### src/rtl/circular_list_cursor_engine_assert.svh
// assertion macros for the circular list cursor engine
// used by the top level only, clocked on clk with active low rst_n
`ifndef CIRCULAR_LIST_CURSOR_ENGINE_ASSERT_SVH
`define CIRCULAR_LIST_CURSOR_ENGINE_ASSERT_SVH

// same-cycle implication
`define CLCE_ASSERT_NOW(lbl, ante, cons, msg) \
    lbl: assert property (@(posedge clk) disable iff (!rst_n) (ante) |-> (cons)) \
        else $error(msg);

// next-cycle implication
`define CLCE_ASSERT_NEXT(lbl, ante, cons, msg) \
    lbl: assert property (@(posedge clk) disable iff (!rst_n) (ante) |=> (cons)) \
        else $error(msg);

`endif

### src/rtl/clce_pkg.sv
// shared types and constants for the circular list cursor engine
// no dependencies
package clce_pkg;

    localparam int NODES = 4096;
    localparam int IDX_W = $clog2(NODES);
    localparam int CNT_W = IDX_W + 1;
    localparam int AMT_W = 32;
    localparam int OP_W  = 3;
    localparam int DIV_CNT_W = $clog2(AMT_W);

    typedef enum logic [OP_W-1:0] {
        OP_ERASE  = 3'd0,
        OP_INSERT = 3'd1,
        OP_MOVE0  = 3'd2,
        OP_MOVE1  = 3'd3,
        OP_QUERY  = 3'd4,
        OP_INIT   = 3'd5
    } op_t;

    typedef enum logic [3:0] {
        DP_NOP,
        DP_CAPTURE,
        DP_ER_WR,
        DP_INS_OVF,
        DP_INS_SELF,
        DP_INS_W1,
        DP_INS_W2,
        DP_DIV_START,
        DP_FOLD,
        DP_WALK,
        DP_INIT_OVF,
        DP_INIT_EMPTY,
        DP_INIT_SETUP,
        DP_INIT_WR,
        DP_LOAD_OUT
    } dp_op_t;

    typedef enum logic [3:0] {
        S_IDLE,
        S_DECODE,
        S_ER_WR,
        S_IN_W1,
        S_IN_W2,
        S_IN_SELF,
        S_DIV_WAIT,
        S_FOLD,
        S_WALK,
        S_INIT_WR,
        S_RESP
    } state_t;

    typedef struct packed {
        dp_op_t op;
        logic   rd_link;
    } cmd_t;

    typedef struct packed {
        op_t  op;
        logic live_zero;
        logic last_full;
        logic init_big;
        logic init_nonpos;
        logic div_done;
        logic rem_zero;
        logic walk_last;
        logic init_last;
    } sts_t;

endpackage

### src/rtl/clce_ctrl.sv
// controller state machine: sequences one command beat through the datapath
// depends on clce_pkg
module clce_ctrl
    import clce_pkg::*;
(
    input  logic clk,
    input  logic rst_n,
    input  logic in_valid,
    output logic in_stall,
    output logic out_valid,
    input  logic out_stall,
    input  sts_t sts,
    output cmd_t cmd
);

    state_t state_reg, state_next;
    logic   out_valid_reg, out_valid_next;
    logic   out_free;

    assign out_free = !out_valid_reg || !out_stall;

    always_comb
    begin
        state_next = state_reg;
        unique case (state_reg) inside
            S_IDLE:
                if (in_valid)
                    state_next = S_DECODE;
            S_DECODE:
            begin
                unique case (sts.op) inside
                    OP_ERASE:
                        state_next = sts.live_zero ? S_RESP : S_ER_WR;
                    OP_INSERT:
                        if (sts.last_full)
                            state_next = S_RESP;
                        else if (sts.live_zero)
                            state_next = S_IN_SELF;
                        else
                            state_next = S_IN_W1;
                    OP_MOVE0, OP_MOVE1:
                        state_next = sts.live_zero ? S_RESP : S_DIV_WAIT;
                    OP_INIT:
                        if (sts.init_big || sts.init_nonpos)
                            state_next = S_RESP;
                        else
                            state_next = S_INIT_WR;
                    default:
                        state_next = S_RESP;
                endcase
            end
            S_ER_WR, S_IN_W2, S_IN_SELF:
                state_next = S_RESP;
            S_IN_W1:
                state_next = S_IN_W2;
            S_DIV_WAIT:
                if (sts.div_done)
                    state_next = S_FOLD;
            S_FOLD:
                state_next = sts.rem_zero ? S_RESP : S_WALK;
            S_WALK:
                if (sts.walk_last)
                    state_next = S_RESP;
            S_INIT_WR:
                if (sts.init_last)
                    state_next = S_RESP;
            S_RESP:
                if (out_free)
                    state_next = S_IDLE;
            default:
                state_next = S_IDLE;
        endcase
    end

    always_comb
    begin
        cmd.op      = DP_NOP;
        cmd.rd_link = 1'b0;
        unique case (state_reg)
            S_IDLE:
                if (in_valid)
                    cmd.op = DP_CAPTURE;
            S_DECODE:
            begin
                unique case (sts.op) inside
                    OP_INSERT:
                        if (sts.last_full)
                            cmd.op = DP_INS_OVF;
                    OP_MOVE0, OP_MOVE1:
                        if (!sts.live_zero)
                            cmd.op = DP_DIV_START;
                    OP_INIT:
                        if (sts.init_big)
                            cmd.op = DP_INIT_OVF;
                        else if (sts.init_nonpos)
                            cmd.op = DP_INIT_EMPTY;
                        else
                            cmd.op = DP_INIT_SETUP;
                    default:
                        cmd.op = DP_NOP;
                endcase
            end
            S_ER_WR:    cmd.op = DP_ER_WR;
            S_IN_W1:    cmd.op = DP_INS_W1;
            S_IN_W2:    cmd.op = DP_INS_W2;
            S_IN_SELF:  cmd.op = DP_INS_SELF;
            S_FOLD:     cmd.op = DP_FOLD;
            S_WALK:
            begin
                cmd.op      = DP_WALK;
                cmd.rd_link = 1'b1;
            end
            S_INIT_WR:  cmd.op = DP_INIT_WR;
            S_RESP:
                if (out_free)
                    cmd.op = DP_LOAD_OUT;
            default:
                cmd.op = DP_NOP;
        endcase
    end

    always_comb
    begin
        if (state_reg == S_RESP && out_free)
            out_valid_next = 1'b1;
        else
            out_valid_next = out_valid_reg && out_stall;
    end

    always_ff @(posedge clk or negedge rst_n)
    begin
        if (!rst_n)
        begin
            state_reg     <= S_IDLE;
            out_valid_reg <= 1'b0;
        end
        else
        begin
            state_reg     <= state_next;
            out_valid_reg <= out_valid_next;
        end
    end

    assign in_stall  = (state_reg != S_IDLE);
    assign out_valid = out_valid_reg;

endmodule

### config.mk
export PLATFORM = sky130hd
export DESIGN_NAME = clce_ctrl
export DESIGN_NICKNAME = d
export VERILOG_FILES = /design/src/rtl/circular_list_cursor_engine_assert.svh /design/src/rtl/clce_pkg.sv /design/src/rtl/clce_ctrl.sv
export SDC_FILE = /design/constraint.sdc
export NUM_CORES = 1
export LEC_CHECK = 0
export BUFFER_PORTS_ARGS = -buffer_cell sky130_fd_sc_hd__buf_2
export CORE_MARGIN = 3
export CORE_UTILIZATION = 48
export DETAILED_ROUTE_END_ITERATION = 12
export GPL_TIMING_DRIVEN = 0
export PLACE_DENSITY = 0.78
export RECOVER_POWER = 100
export SLEW_MARGIN = 30
export SYNTH_ARGS = -nofsm -noshare
export SYNTH_HDL_FRONTEND = slang
export SYNTH_SLANG_ARGS = --single-unit
export TNS_END_PERCENT = 5
### constraint.sdc
create_clock -name clk -period 1.74 [get_ports clk]
set_input_delay 0.348 -clock clk [delete_from_list [all_inputs] [get_ports clk]]
set_output_delay 0.348 -clock clk [all_outputs]
set_load 0.05 [all_outputs]
After elaboration in Yosys (flattened, before gate mapping)

Cells that the tools add are included.

Bits in registers: 5
Input bits: 15
Word-level logic and storage cells: 56

Eq/ne operators: 19
Mux-type cells: 23
Reductions and logical operators: 12

Operators by type and width:

| cell                                                             | number |
|---|---|
| 4-bit 2-to-1 mux                                                 | 10 |
| 4-bit one-hot mux with 10 select lines                           | 1 |
| 4-bit one-hot mux with 9 select lines                            | 1 |
| 4-bit by 3-bit == test with 1-bit output (second input constant) | 4 |
| 4-bit one-hot mux with 4 select lines                            | 1 |
| 4-bit == test (second input constant)                            | 3 |
| 4-bit one-hot mux with 3 select lines                            | 1 |
| 2-bit != test (second input constant)                            | 5 |
| 3-bit 2-to-1 mux                                                 | 3 |
| 4-bit by 2-bit == test with 1-bit output (second input constant) | 2 |
| 3-bit by 2-bit == test with 1-bit output (second input constant) | 2 |
| 2-bit 2-to-1 mux                                                 | 3 |
| 5-bit AND reduction                                              | 1 |
| 4-bit by 1-bit == test with 1-bit output (second input constant) | 1 |
| 4-bit zero test                                                  | 1 |
| 4-bit nonzero test                                               | 1 |
| 3-bit by 1-bit == test with 1-bit output (second input constant) | 1 |
| 3-bit == test (second input constant)                            | 1 |
| 3-bit zero test                                                  | 1 |
| 1-bit 2-to-1 mux                                                 | 3 |
| 3-bit OR reduction                                               | 1 |
| 1-bit logical AND                                                | 2 |
| 1-bit zero test                                                  | 2 |
| 1-bit logical OR                                                 | 2 |
| 2-bit OR reduction                                               | 1 |

Depth between registers and ports, before layout

Depth after elaboration: 4
Depth in mapped cells: 6
Depth with buffers taken out: 4

Worst setup path before layout

OpenSTA, ideal clock, no wires.

Path type: register to output
From: reg state_reg[0]
To: out cmd[0] in the netlist's numbering
Data arrival time: 1.767 ns
Required time: 1.392 ns
Slack: -0.375 ns
Cell stages (with the launch flop): 4
Cells stage by stage: dfrtp_1 > buf_2 > buf_2 > nor3_1

RTL lines:

| what                   | line             | text |
|---|---|---|
| start, declared        | clce_ctrl.sv:16  | `state_t state_reg, state_next;` |
| start signal, assigned | clce_ctrl.sv:139 | `state_reg <= state_next;` |
| end, declared          | clce_ctrl.sv:13  | `output cmd_t cmd` |

==> summary.md <==
| Metric | Value |
|---|---|
| Leak | `0.000416 uW` |
| Residual DRC | `0` |
| DIE AREA | `1860 sq um` |
| Largest cells by area after synthesis | `dfrtp_1, nand2b_1, a21oi_1` |
| Critical-path cell with the highest stage delay | `dfrtp_1` |
| Setup violators final | `5` |
| Crit-path max FO | `10` |
| Nets | `between 100 and 150` |
| Crit Path Category | `reg -> out` |
| Initial antenna violation count | `0` |
| Synth cell types | `36` |
| Startpoint types | `register` |
| IO Pins | `22` |
| Avg WL per Cell | `about 15 um` |
| Sequential share of the synthesized area | `0.189` |
| Final Cell Area | `around 920 sq um` |
| CTS buffer count | `3` |
| Share of cells above drive strength 1 | `0.393` |
| Post-synth EDFFs | `0` |
| Fin worst setup slack | `-0.189 ns` |
| Hold crit path type | `in -> reg` |
| Clock buffer depth | `2` |
| Largest net degree at the start of global routing | `11` |
| Clock Skew | `0.0157 ns` |
| Failing checks | `negative setup slack` |
| Hpwl dp | `1.39 mm` |
| Crit path cell chain | `buf_6 > buf_8 > nor3_2 > nand2_1 > o22ai_1 > buf_4` |
| Final core occ | `0.767` |
| Final Hold Viols | `0` |
| Crit end category | `output pin` |
| Fmax | `0.519 GHz` |
| Row Count | `12` |
| First-pass GRT wire length | `between 3 and 4 mm` |
| Root Buffer | `clkbuf_4` |
| Placed Area | `788 sq um` |
| Die height | `43.1 um` |
| Syn nets | `roughly 100` |
| Layout Cells excl Fill | `approximately 130` |
| Initial DRC Count | `41` |
| CTS sink count | `5` |
| Vias in the first global route | `726` |
| Fin crit period | `1.93 ns` |
| Leading area contributor after synthesis | `dfrtp_1` |
| Synthesized area | `661 sq um` |
| Slew @ Worst Pin | `0.260 ns` |
| List of most frequent post-synthesis cells | `a21oi_1, nand2_1, nand2b_1` |
| Gate Count Post-Synth | `between 80 and 90` |
| Total Wirelength | `1.98 mm` |
| Pwr/cell area | `between 2000 and 2500 nW/um^2` |
| Setup TNS | `-0.798 ns` |
| Delay-heaviest family, CP | `buffers and inverters` |
| DP Cell Count | `around 120` |
| Starting Density | `0.550` |
| Max-cap violations | `0` |
| Via-to-Cell Ratio | `6.22` |
| DR vias | `815` |
| Synth warnings | `0` |
| Drt first pass iters | `4` |
| Routed Antenna Nets | `0` |
| Synth Register Bits | `5` |
| Worst EP required | `1.39 ns` |
| Tcrit/Tclk final | `1.11` |
| RSZ-0062 raised after global routing | `yes` |
| Synth top area share | `0.189` |
| Synth-to-Final Area Change | `39.4%` |
| FFs w/ async S/R, synth | `1.00` |
| Most common flop cell mapped by yosys | `dfrtp_1` |
| Critical path arrival | `~1.6 ns` |
| Status | `finished with violations` |
| Core ar. | `between 1000 and 1500 sq um` |
| Max FFs per register | `4` |
| IO Port Bufs | `21` |
| Final slew viol count | `0` |
| Mapped Avg Cell Area | `7.42 sq um` |
| H-tree depth | `1` |
| Crit path largest cell delay | `0.38 ns` |
| Clock-pin transition on the worst setup and hold timing paths | `0.06 ns` |
| Clock Latency Late Sink | `0.25 ns` |
| Ant. Diodes | `0` |
| All-layer global routing usage | `0.224` |
| Die Width | `approximately 43 um` |
| CTS tree | `yes` |
| Global route overflow | `0` |
| CP Buf/Inv Count | `3` |
| Power Total | `2080 uW` |
| Peak VDD IR | `1.75 mV` |
| Rel. slew slack | `0.824` |
| Global placement routability congestion | `between 0.8 and 0.9` |
metrics by stage:
| stage | hold WS, ns | worst slack (ns) |
|---|---|---|
| after global placement | 0.163 | -0.0280 |
| final | 0.410 | -0.189 |
| after global routing | 0.435 | -0.267 |
| after detailed placement | 0.169 | -0.0383 |
| after CTS | 0.407 | -0.226 |
| after floorplan | 0.0524 | -0.341 |
cell families (layout without fill, tap and decap cells):
kind of cell           Yosys count  in the layout  share of synthesized area
multiplexers                     1              1                     0.0152
flip-flops                       5              5                      0.189
AO/OA/AOI/OAI                   34             34                      0.367
AND/OR/NAND/NOR                 35             35                      0.307
XOR/XNOR                         1              1                     0.0133
buffers and inverters           13             41                      0.108
worst reg2reg max path: stages (launching register included):
cell,delay [ns]
dfrtp_1,0.35
buf_2,0.17
or3_1,0.38
a21oi_1,0.17
a41o_1,0.13
a221oi_2,0.04
power breakdown:
part,internal [uW],switching [uW],total [uW]
registers,168,27.7,196
logic,696,1040,1740
clock network,87.1,54.7,142
total,951,1130,2080
cells in the final DEF (no fill, tap or decap), types with 2 or more instances in the layout:
cell / instances
a21oi_1: 9
a31oi_1: 2
buf_2: 15
buf_4: 6
buf_6: 8
clkbuf_1: 2
clkbuf_4: 3
dfrtp_1: 5
inv_1: 4
nand2_1: 8
nand2b_1: 7
nand2b_4: 2
nand3b_1: 2
nor2_1: 5
o21ai_0: 5
o22ai_1: 3
o2bb2ai_1: 2
or3_1: 2
area by class of cell:
| type | count | area, sq um |
|---|---|---|
| flip-flops and latches | 5 | 125 |
| inverters | 5 | 18.8 |
| plain buffers | 8 | 80.1 |
| well taps | 14 | 17.5 |
| repair buffers | 24 | 159 |
| fillers | 98 | 280 |
| clock buffers | 4 | 26.3 |
| multi-input cells | 71 | 494 |
per-layer routing:
layer	up-vias	global-route usage	wire length, um
met5	-	0	0
met4	0	0.0361	14
met3	2	0.0763	217
met2	59	0.345	914
met1	367	0.303	832
li1	387	-	-
what timing repair did:
action                     CTS  global route
setup endpoints to repair    6             6
hold buffers                 1             0
pin swaps                    1             3
setup buffers                2             0
hold endpoints to repair     5             0
gates resized for setup     16             9
final timing paths:
kind | startpoint | to | slack, ns | cells after the start
hold reg to reg | out_valid$_DFF_PN0_ | out_valid$_DFF_PN0_ | 0.65 | 2
setup reg to reg | state_reg[1]$_DFFE_PN0P_ | state_reg[3]$_DFFE_PN0P_ | 0.37 | 5
min in group asynchronous | rst_n | state_reg[1]$_DFFE_PN0P_ | 0.48 | 2
hold / removal | sts[0] | state_reg[0]$_DFFE_PN0P_ | 0.41 | 3
setup / recovery | state_reg[3]$_DFFE_PN0P_ | cmd[2] | -0.19 | 6
max in group asynchronous | rst_n | state_reg[3]$_DFFE_PN0P_ | 1.03 | 2
Note: power is estimated with default switching activity, not from simulation.
